[src/sv/aesp_pkg.sv]
// ----------------------------------------------------------------------------
// aesp_pkg: shared types and constants of the escape sequence parser
// Byte codes, event kinds and the command/status bundles that pass between
// the controller and the datapath.
// ----------------------------------------------------------------------------
package aesp_pkg;

  // Byte codes the parser reacts to
  localparam logic [7:0] BYTE_ESC   = 8'h1B;
  localparam logic [7:0] BYTE_LBR   = 8'h5B;  // '['
  localparam logic [7:0] BYTE_M     = 8'h4D;  // 'M'
  localparam logic [7:0] BYTE_QMARK = 8'h3F;  // '?'
  localparam logic [7:0] BYTE_SEMI  = 8'h3B;  // ';'
  localparam logic [7:0] BYTE_ZERO  = 8'h30;  // '0'
  localparam logic [7:0] BYTE_NINE  = 8'h39;  // '9'

  // Result field widths
  localparam int unsigned IdxW = 4;
  localparam int unsigned ValW = 16;

  // Event kinds on the result channel
  typedef enum logic [1:0] {
    EV_CHAR = 2'd0,
    EV_RI   = 2'd1,
    EV_CMD  = 2'd2
  } ev_kind_e;

  // Controller -> datapath commands
  typedef struct packed {
    logic     out_load;    // load the output register
    ev_kind_e out_kind;    // kind of the item being loaded
    logic     clr_params;  // opening a control sequence: clear all slots
    logic     inc_count;   // advance to the next parameter slot
    logic     accum;       // fold a decimal digit into the current slot
    logic     emit_init;   // latch final byte, restart emit index
    logic     emit_step;   // emit one parameter, move emit index on
  } cmd_t;

  // Datapath -> controller status
  typedef struct packed {
    logic byte_esc;
    logic byte_lbr;
    logic byte_m;
    logic byte_qmark;
    logic byte_semi;
    logic byte_digit;
    logic count_full;  // current slot is the last one
    logic emit_last;   // emit index points at the last slot in use
    logic out_free;    // output register can take an item this cycle
  } stat_t;

endpackage

[src/sv/aesp_ctrl.sv]
// ----------------------------------------------------------------------------
// aesp_ctrl: parser controller
// Tracks the escape state, owns the input handshake and sequences the
// emission of stored parameters after a final byte.
// ----------------------------------------------------------------------------
module aesp_ctrl (
  input  logic           clk_i,
  input  logic           rst_ni,
  input  logic           in_valid_i,
  output logic           in_ready_o,
  input  aesp_pkg::stat_t stat_i,
  output aesp_pkg::cmd_t  cmd_o
);

  typedef enum logic [2:0] {
    ST_NORMAL,
    ST_ESC,
    ST_OPEN,
    ST_PARAMS,
    ST_EMIT
  } state_e;

  state_e state_q, state_d;
  logic   acc;

  // Input taken in any parsing state while the output register has room
  assign in_ready_o = (state_q != ST_EMIT) && stat_i.out_free;
  assign acc        = in_valid_i && in_ready_o;

  // Next state and commands
  always_comb begin
    state_d = state_q;
    cmd_o   = '0;
    cmd_o.out_kind = aesp_pkg::EV_CHAR;
    case (state_q)
      ST_NORMAL: begin
        if (acc) begin
          if (stat_i.byte_esc) begin
            state_d = ST_ESC;
          end else begin
            cmd_o.out_load = 1'b1;
            cmd_o.out_kind = aesp_pkg::EV_CHAR;
          end
        end
      end
      ST_ESC: begin
        if (acc) begin
          state_d = ST_NORMAL;
          if (stat_i.byte_lbr) begin
            state_d = ST_OPEN;
          end else if (stat_i.byte_m) begin
            cmd_o.out_load = 1'b1;
            cmd_o.out_kind = aesp_pkg::EV_RI;
          end
        end
      end
      ST_OPEN, ST_PARAMS: begin
        if (acc) begin
          state_d          = ST_PARAMS;
          cmd_o.clr_params = (state_q == ST_OPEN);
          if ((state_q == ST_OPEN) && stat_i.byte_qmark) begin
            // leading '?' is skipped
          end else if (stat_i.byte_semi &&
                       ((state_q == ST_OPEN) || !stat_i.count_full)) begin
            // slot zero is not the last one right after '[' when MAX_PARAMS > 1
            cmd_o.inc_count = 1'b1;
          end else if (stat_i.byte_digit) begin
            cmd_o.accum = 1'b1;
          end else begin
            cmd_o.emit_init = 1'b1;
            state_d         = ST_EMIT;
          end
        end
      end
      ST_EMIT: begin
        if (stat_i.out_free) begin
          cmd_o.out_load  = 1'b1;
          cmd_o.out_kind  = aesp_pkg::EV_CMD;
          cmd_o.emit_step = 1'b1;
          if (stat_i.emit_last) begin
            state_d = ST_NORMAL;
          end
        end
      end
      default: begin
        state_d = ST_NORMAL;
      end
    endcase
  end

  // State register
  always_ff @(posedge clk_i or negedge rst_ni) begin
    if (!rst_ni) begin
      state_q <= ST_NORMAL;
    end else begin
      state_q <= state_d;
    end
  end

endmodule

[src/sv/aesp_dp.sv]
// ----------------------------------------------------------------------------
// aesp_dp: parser datapath
// Parameter slots with valid bits, slot counter, decimal accumulator with
// saturation, emit counter and the output register.
// ----------------------------------------------------------------------------
module aesp_dp #(
  parameter int unsigned MAX_PARAMS  = 16,
  parameter int unsigned PARAM_WIDTH = 16
) (
  input  logic            clk_i,
  input  logic            rst_ni,
  input  logic [7:0]      byte_in_i,
  input  aesp_pkg::cmd_t  cmd_i,
  output aesp_pkg::stat_t stat_o,
  output logic            out_valid_o,
  input  logic            out_ready_i,
  output logic [1:0]      event_kind_o,
  output logic [7:0]      code_o,
  output logic [aesp_pkg::IdxW-1:0] param_index_o,
  output logic [aesp_pkg::ValW-1:0] param_value_o,
  output logic            last_o
);

  localparam int unsigned CntW = (MAX_PARAMS > 1) ? $clog2(MAX_PARAMS) : 1;
  localparam int unsigned AccW = PARAM_WIDTH + 4;
  localparam logic [CntW-1:0] LastSlot = CntW'(MAX_PARAMS - 1);
  localparam logic [AccW-1:0] ParamMax = {4'b0, {PARAM_WIDTH{1'b1}}};

  logic [PARAM_WIDTH-1:0] store_q [MAX_PARAMS];
  logic [MAX_PARAMS-1:0]  vld_q, vld_d;
  logic [CntW-1:0]        count_q, count_d, base_idx;
  logic [CntW-1:0]        emit_idx_q, rd_addr;
  logic [7:0]             final_q;
  logic [PARAM_WIDTH-1:0] rd_val, cur_val, new_val;
  logic [AccW-1:0]        mul10;
  logic [3:0]             digit;

  // Output register
  logic                       out_valid_q;
  aesp_pkg::ev_kind_e         kind_q;
  logic [7:0]                 code_q;
  logic [aesp_pkg::IdxW-1:0]  idx_q;
  logic [aesp_pkg::ValW-1:0]  val_q;
  logic                       last_q;

  // Byte classification
  always_comb begin
    stat_o            = '0;
    stat_o.byte_esc   = (byte_in_i == aesp_pkg::BYTE_ESC);
    stat_o.byte_lbr   = (byte_in_i == aesp_pkg::BYTE_LBR);
    stat_o.byte_m     = (byte_in_i == aesp_pkg::BYTE_M);
    stat_o.byte_qmark = (byte_in_i == aesp_pkg::BYTE_QMARK);
    stat_o.byte_semi  = (byte_in_i == aesp_pkg::BYTE_SEMI);
    stat_o.byte_digit = (byte_in_i >= aesp_pkg::BYTE_ZERO) &&
                        (byte_in_i <= aesp_pkg::BYTE_NINE);
    stat_o.count_full = (count_q == LastSlot);
    stat_o.emit_last  = (emit_idx_q == count_q);
    stat_o.out_free   = !out_valid_q || out_ready_i;
  end

  // Slot read: emit index while emitting, else the current slot
  assign rd_addr  = cmd_i.emit_step ? emit_idx_q : count_q;
  assign rd_val   = vld_q[rd_addr] ? store_q[rd_addr] : '0;
  // A slot being cleared this cycle reads as zero
  assign cur_val  = cmd_i.clr_params ? '0 : rd_val;
  assign base_idx = cmd_i.clr_params ? '0 : count_q;

  // value * 10 + digit, saturating
  assign digit   = byte_in_i[3:0];
  assign mul10   = {1'b0, cur_val, 3'b000} + {3'b000, cur_val, 1'b0} +
                   {{(AccW-4){1'b0}}, digit};
  assign new_val = (mul10 > ParamMax) ? {PARAM_WIDTH{1'b1}} : mul10[PARAM_WIDTH-1:0];

  // Slot counter and valid bits
  always_comb begin
    count_d = count_q;
    vld_d   = vld_q;
    if (cmd_i.clr_params) begin
      count_d = '0;
      vld_d   = '0;
    end
    if (cmd_i.inc_count) begin
      count_d = base_idx + 1'b1;
    end
    if (cmd_i.accum) begin
      vld_d[base_idx] = 1'b1;
    end
  end

  always_ff @(posedge clk_i or negedge rst_ni) begin
    if (!rst_ni) begin
      count_q    <= '0;
      vld_q      <= '0;
      emit_idx_q <= '0;
    end else begin
      count_q <= count_d;
      vld_q   <= vld_d;
      if (cmd_i.emit_init) begin
        emit_idx_q <= '0;
      end else if (cmd_i.emit_step) begin
        emit_idx_q <= emit_idx_q + 1'b1;
      end
    end
  end

  // Slot store and final byte
  always_ff @(posedge clk_i) begin
    if (cmd_i.accum) begin
      store_q[base_idx] <= new_val;
    end
    if (cmd_i.emit_init) begin
      final_q <= byte_in_i;
    end
  end

  // Output register
  always_ff @(posedge clk_i or negedge rst_ni) begin
    if (!rst_ni) begin
      out_valid_q <= 1'b0;
    end else if (cmd_i.out_load) begin
      out_valid_q <= 1'b1;
    end else if (out_ready_i) begin
      out_valid_q <= 1'b0;
    end
  end

  always_ff @(posedge clk_i) begin
    if (cmd_i.out_load) begin
      kind_q <= cmd_i.out_kind;
      if (cmd_i.out_kind == aesp_pkg::EV_CMD) begin
        code_q <= final_q;
        idx_q  <= aesp_pkg::IdxW'(emit_idx_q);
        val_q  <= aesp_pkg::ValW'(rd_val);
        last_q <= stat_o.emit_last;
      end else begin
        code_q <= byte_in_i;
        idx_q  <= '0;
        val_q  <= '0;
        last_q <= 1'b1;
      end
    end
  end

  assign out_valid_o   = out_valid_q;
  assign event_kind_o  = kind_q;
  assign code_o        = code_q;
  assign param_index_o = idx_q;
  assign param_value_o = val_q;
  assign last_o        = last_q;

endmodule

[src/sv/ansi_escape_sequence_parser_core.sv]
// ----------------------------------------------------------------------------
// ansi_escape_sequence_parser_core: terminal escape sequence parser
// Classifies a console byte stream into characters, reverse index and
// control sequence commands with their decimal parameters.
// ----------------------------------------------------------------------------
// Usage:
//   Input channel (in_valid_i/in_ready_o, byte_in_i) takes one console byte
//   per item. Output channel (out_valid_o/out_ready_i) delivers result items:
//   event_kind_o, code_o, param_index_o, param_value_o, last_o.
//   A plain character or ESC M appears on the output in the cycle after it is
//   taken. A final byte makes count+1 command items, one per cycle from the
//   output register while the receiver is ready, each read from the parameter
//   slot registers; the input is held off until the last of them is loaded.
//   Bytes are taken one per cycle while the output register has room.
//   Reset puts the parser in the normal state with all slots clear.
//   While the receiver stalls the output register holds its item and the
//   input stays not ready.
// ----------------------------------------------------------------------------
module ansi_escape_sequence_parser_core #(
  parameter int unsigned MAX_PARAMS  = 16,
  parameter int unsigned PARAM_WIDTH = 16
) (
  input  logic        clk_i,
  input  logic        rst_ni,
  input  logic        in_valid_i,
  output logic        in_ready_o,
  input  logic [7:0]  byte_in_i,
  output logic        out_valid_o,
  input  logic        out_ready_i,
  output logic [1:0]  event_kind_o,
  output logic [7:0]  code_o,
  output logic [3:0]  param_index_o,
  output logic [15:0] param_value_o,
  output logic        last_o
);

  aesp_pkg::cmd_t  cmd;
  aesp_pkg::stat_t stat;

  aesp_ctrl u_ctrl (
    .clk_i      (clk_i),
    .rst_ni     (rst_ni),
    .in_valid_i (in_valid_i),
    .in_ready_o (in_ready_o),
    .stat_i     (stat),
    .cmd_o      (cmd)
  );

  aesp_dp #(
    .MAX_PARAMS  (MAX_PARAMS),
    .PARAM_WIDTH (PARAM_WIDTH)
  ) u_dp (
    .clk_i         (clk_i),
    .rst_ni        (rst_ni),
    .byte_in_i     (byte_in_i),
    .cmd_i         (cmd),
    .stat_o        (stat),
    .out_valid_o   (out_valid_o),
    .out_ready_i   (out_ready_i),
    .event_kind_o  (event_kind_o),
    .code_o        (code_o),
    .param_index_o (param_index_o),
    .param_value_o (param_value_o),
    .last_o        (last_o)
  );

  // An item is only taken when the output register has room
  a_accept_room: assert property (@(posedge clk_i) disable iff (!rst_ni)
    (in_valid_i && in_ready_o) |-> !(out_valid_o && !out_ready_i))
    else $error("input taken while output register is blocked");

  // Character and reverse index events are single items
  a_single_last: assert property (@(posedge clk_i) disable iff (!rst_ni)
    (out_valid_o && (event_kind_o != aesp_pkg::EV_CMD)) |-> last_o)
    else $error("non-command event without last");

  // No byte is taken in the middle of a command burst
  a_burst_hold: assert property (@(posedge clk_i) disable iff (!rst_ni)
    (out_valid_o && (event_kind_o == aesp_pkg::EV_CMD) && !last_o) |-> !in_ready_o)
    else $error("input ready during a command burst");

endmodule
[config.mk]
export PLATFORM = sky130hd
export DESIGN_NAME = ansi_escape_sequence_parser_core
export DESIGN_NICKNAME = d
export VERILOG_FILES = /design/src/sv/aesp_pkg.sv /design/src/sv/aesp_ctrl.sv /design/src/sv/aesp_dp.sv /design/src/sv/ansi_escape_sequence_parser_core.sv
export SDC_FILE = /design/constraint.sdc
export NUM_CORES = 1
export LEC_CHECK = 0
export ABC_AREA = 0
export BUFFER_PORTS_ARGS = -buffer_cell sky130_fd_sc_hd__clkbuf_2
export CAP_MARGIN = 10
export CORE_ASPECT_RATIO = 0.7
export CORE_MARGIN = 2
export CORE_UTILIZATION = 45
export DETAILED_ROUTE_END_ITERATION = 8
export GPL_ROUTABILITY_DRIVEN = 0
export SLEW_MARGIN = 15
export SYNTH_ARGS = -nofsm -noshare
export SYNTH_HDL_FRONTEND = slang
export SYNTH_SLANG_ARGS = --single-unit
export TNS_END_PERCENT = 1
[constraint.sdc]
create_clock -name clk_i -period 8.1 [get_ports clk_i]
set_input_delay 2.43 -clock clk_i [delete_from_list [all_inputs] [get_ports clk_i]]
set_output_delay 2.43 -clock clk_i [all_outputs]
set_load 0.02 [all_outputs]
==> metrics <==
Switching Share 0.209; top-area cell type share of the netlist area 0.613; Critical-path top delay cell buf_4; Synth area leaders edfxtp_1 (61%), nand2_1 (7.0%), dfrtp_1 (4.9%); DRC Markers 0; Req. time, crit path 8.43 ns; Max clock buf depth 3; vias in the first global route 9321; Vias/cell 5.83; Synth async-reset ratio 0.0867; largest net degree at the start of global routing 48; global-route wire length before repair 59.2 mm; root buf cell clkbuf_16; unrepaired setup endpoints after global routing false; max_cap viols 0; ant diodes 0; Rel. slew slack 0.215; f_max 131 MHz; Yosys warning count 0; post_cts resized 0; count leader, synth edfxtp_1; Leak Pwr 6.26 nW; Internal approximately 2.7 mW; pre-CTS WS -0.0197 ns; initial core utilization 0.461; Routed WL per cell 22.9 microns; global route total overflow 0; Setup violations, final 0; critical path arrival 7.95 ns; Die H 154 microns; number of synthesized flops with an enable pin 295; final worst setup slack between 0.4 and 0.5 ns; Die X 218 microns; syn avg cell area about 12 sq um; Tightest Pin Transition 1.17 ns; CTS buffer count 31; core footprint 31400 sq um; status complete, no violations; CP peak stage delay approximately 0.43 ns; DRT Pass-1 Iters 7; Main synth FF type edfxtp_1; Yosys cell types 69; peak supply drop 0.179 mV; Final Skew 0.0179 ns; Routed Antenna Nets 0; Mapped Area 14400 sq um; commonest cells in the netlist edfxtp_1 (295), nand2_1 (269), nor2_1 (70); sequential power share 0.533; Fin. Hold Viols 0; overall routing resource usage 0.236; H-tree Lvls 1; fin crit period 7.62 ns; clock share of power 0.444; DR vias about 10000; register area share after synthesis 0.662; initial antenna violation count 0; Clk pin slew, worst setup/hold paths 0.07 ns; CTS tree done; Post-DP HPWL 25.7 mm; Hold WC Path Type flop to flop; port bufs 44; I/O Pins between 40 and 50; post-synthesis register bit count between 300 and 400; max-slew violations 0; power per cell area 203 nW/um^2; clock sinks 323; Crit Path Category primary input to flop; die area about 34000 sq um; total wire length a little under 40 mm; synthesis-to-layout area growth 16.9%; area leader, netlist edfxtp_1; Crit. End Element flop; insertion delay to the later sink of the worst-skew pair 0.60 ns; # nets final 1332; r2r setup slk 1.53 ns; Comb pwr share 0.023; Post-Syn Instances between 1000 and 1500; final period utilization 0.941; Initial DRC Count 1445; # rows 54; crit-path max FO 33; Synth Net Count approximately 1200; Startpoint Class primary input; Post-CTS Setup Inserts 0; hold slack 0.477 ns; most used cell, CP buf_4; layout cells sized above 1 0.190; Switching Power 716 uW; total power 3.43 mW; hold_buf cts 0
[power groups by stage]
| stage | Combinational, mW | Clock, mW | Sequential (mW) |
|---|---|---|---|
| 5_1_grt | 0.0864 | 1.61 | 1.83 |
| 4_1_cts | 0.0808 | 1.54 | 1.83 |
| 6_report | 0.0803 | 1.52 | 1.83 |
| 2_1_floorplan | 0.0227 | 0 | 1.88 |
| 3_3_place_gp | 0.0790 | 0 | 1.86 |
| 3_5_place_dp | 0.0804 | 0 | 1.86 |
[cell type report]
| cell class | count | area (sq um) |
|---|---|---|
| fill | 2641 | 14500 |
| multi-input combinational | 758 | 4580 |
| sequential | 323 | 9560 |
| clock buffer | 36 | 795 |
| inverter | 14 | 52.6 |
| tap | 420 | 526 |
| timing repair buffer | 155 | 1090 |
| clock inverter | 22 | 269 |
[worst max-delay path, delay by kind of cell]
kind,cells,cell delay [ns]
AOI/OAI and AO/OA,9,1.93
buffers and inverters,7,1.61
and+or+nand+nor,8,1.39
adders and majority gates,2,0.57
[sequential cells by signal, indices dropped and copies added, names as in the netlist]
signal / count
u_dp.count_q: 4
u_dp.final_q: 8
u_dp.emit_idx_q: 4
u_dp.param_value_o: 16
u_dp.event_kind_o: 2
u_dp.store_q: 256
u_dp.code_o: 8
u_ctrl.state_q: 3
u_dp.last_o: 1
u_dp.out_valid_o: 1
u_dp.vld_q: 16
u_dp.param_index_o: 4
[cell families (layout without fill, tap and decap cells)]
| group | count (synthesis) | in the layout | synth area share |
|---|---|---|---|
| muxes | 17 | 17 | 0.0133 |
| AOI/OAI and AO/OA | 200 | 200 | 0.104 |
| buffers and inverters | 88 | 227 | 0.0263 |
| and+or+nand+nor | 488 | 488 | 0.152 |
| DFF | 323 | 323 | 0.662 |
| adders and majority gates | 37 | 37 | 0.0326 |
| xor gates and xnor gates | 16 | 16 | 0.00970 |
[stage by stage]
stage           util  instance area [sq um]  setup TNS (ns)  std cells
2_1_floorplan      -                  14400               0       1169
3_3_place_gp   0.504                  15800               0       1670
3_5_place_dp   0.504                  15800          -0.357       1670
4_1_cts        0.538                  16900               0       1728
5_1_grt        0.538                  16900               0       1728
6_report       0.538                  16900               0       1728
[final timing paths]
path	depth (start not counted)	end	startpoint
min in group asynchronous	1	u_dp.vld_q[14]	rst_ni
worst min-delay path	1	u_dp.vld_q[2]	u_dp.vld_q[2]
worst max-delay path	26	u_dp.store_q[1][3]	out_ready_i
worst max register to register	24	u_dp.store_q[1][3]	u_ctrl.state_q[2]
max in group asynchronous	1	u_dp.vld_q[1]	rst_ni
worst min register to register	1	u_dp.vld_q[2]	u_dp.vld_q[2]
[layer usage]
metal | global-route usage | vias to the layer above | share of wire
li1 | - | 4618 | -
met1 | 0.371 | 4927 | 0.47
met2 | 0.328 | 464 | 0.41
met3 | 0.0586 | 73 | 0.10
met4 | 0.0525 | 0 | 0.021
met5 | 0 | - | 0
[cell usage in the layout (no fill, tap or decap), types with 5 or more instances in the layout]
cell / instances
dfrtp_1: 28
a311oi_1: 42
clkbuf_1: 5
a31oi_1: 20
clkbuf_2: 44
mux2_2: 8
nor2_2: 14
a221oi_1: 6
a211oi_1: 15
ha_1: 36
mux2i_1: 8
o21a_1: 9
a21o_1: 14
nand3_1: 45
clkbuf_16: 31
bufinv_16: 5
nand2_1: 268
o21ai_0: 17
buf_4: 108
and3_1: 49
xor2_1: 6
o211ai_1: 10
o311ai_0: 10
nor2_1: 56
a21oi_1: 17
o311ai_1: 5
inv_1: 13
edfxtp_1: 295
nor2b_1: 5
xnor2_1: 10
nand4_1: 8
nor3_1: 7
clkinv_2: 6
nand2b_1: 7
No activity file was read; power rests on OpenSTA's default activity.
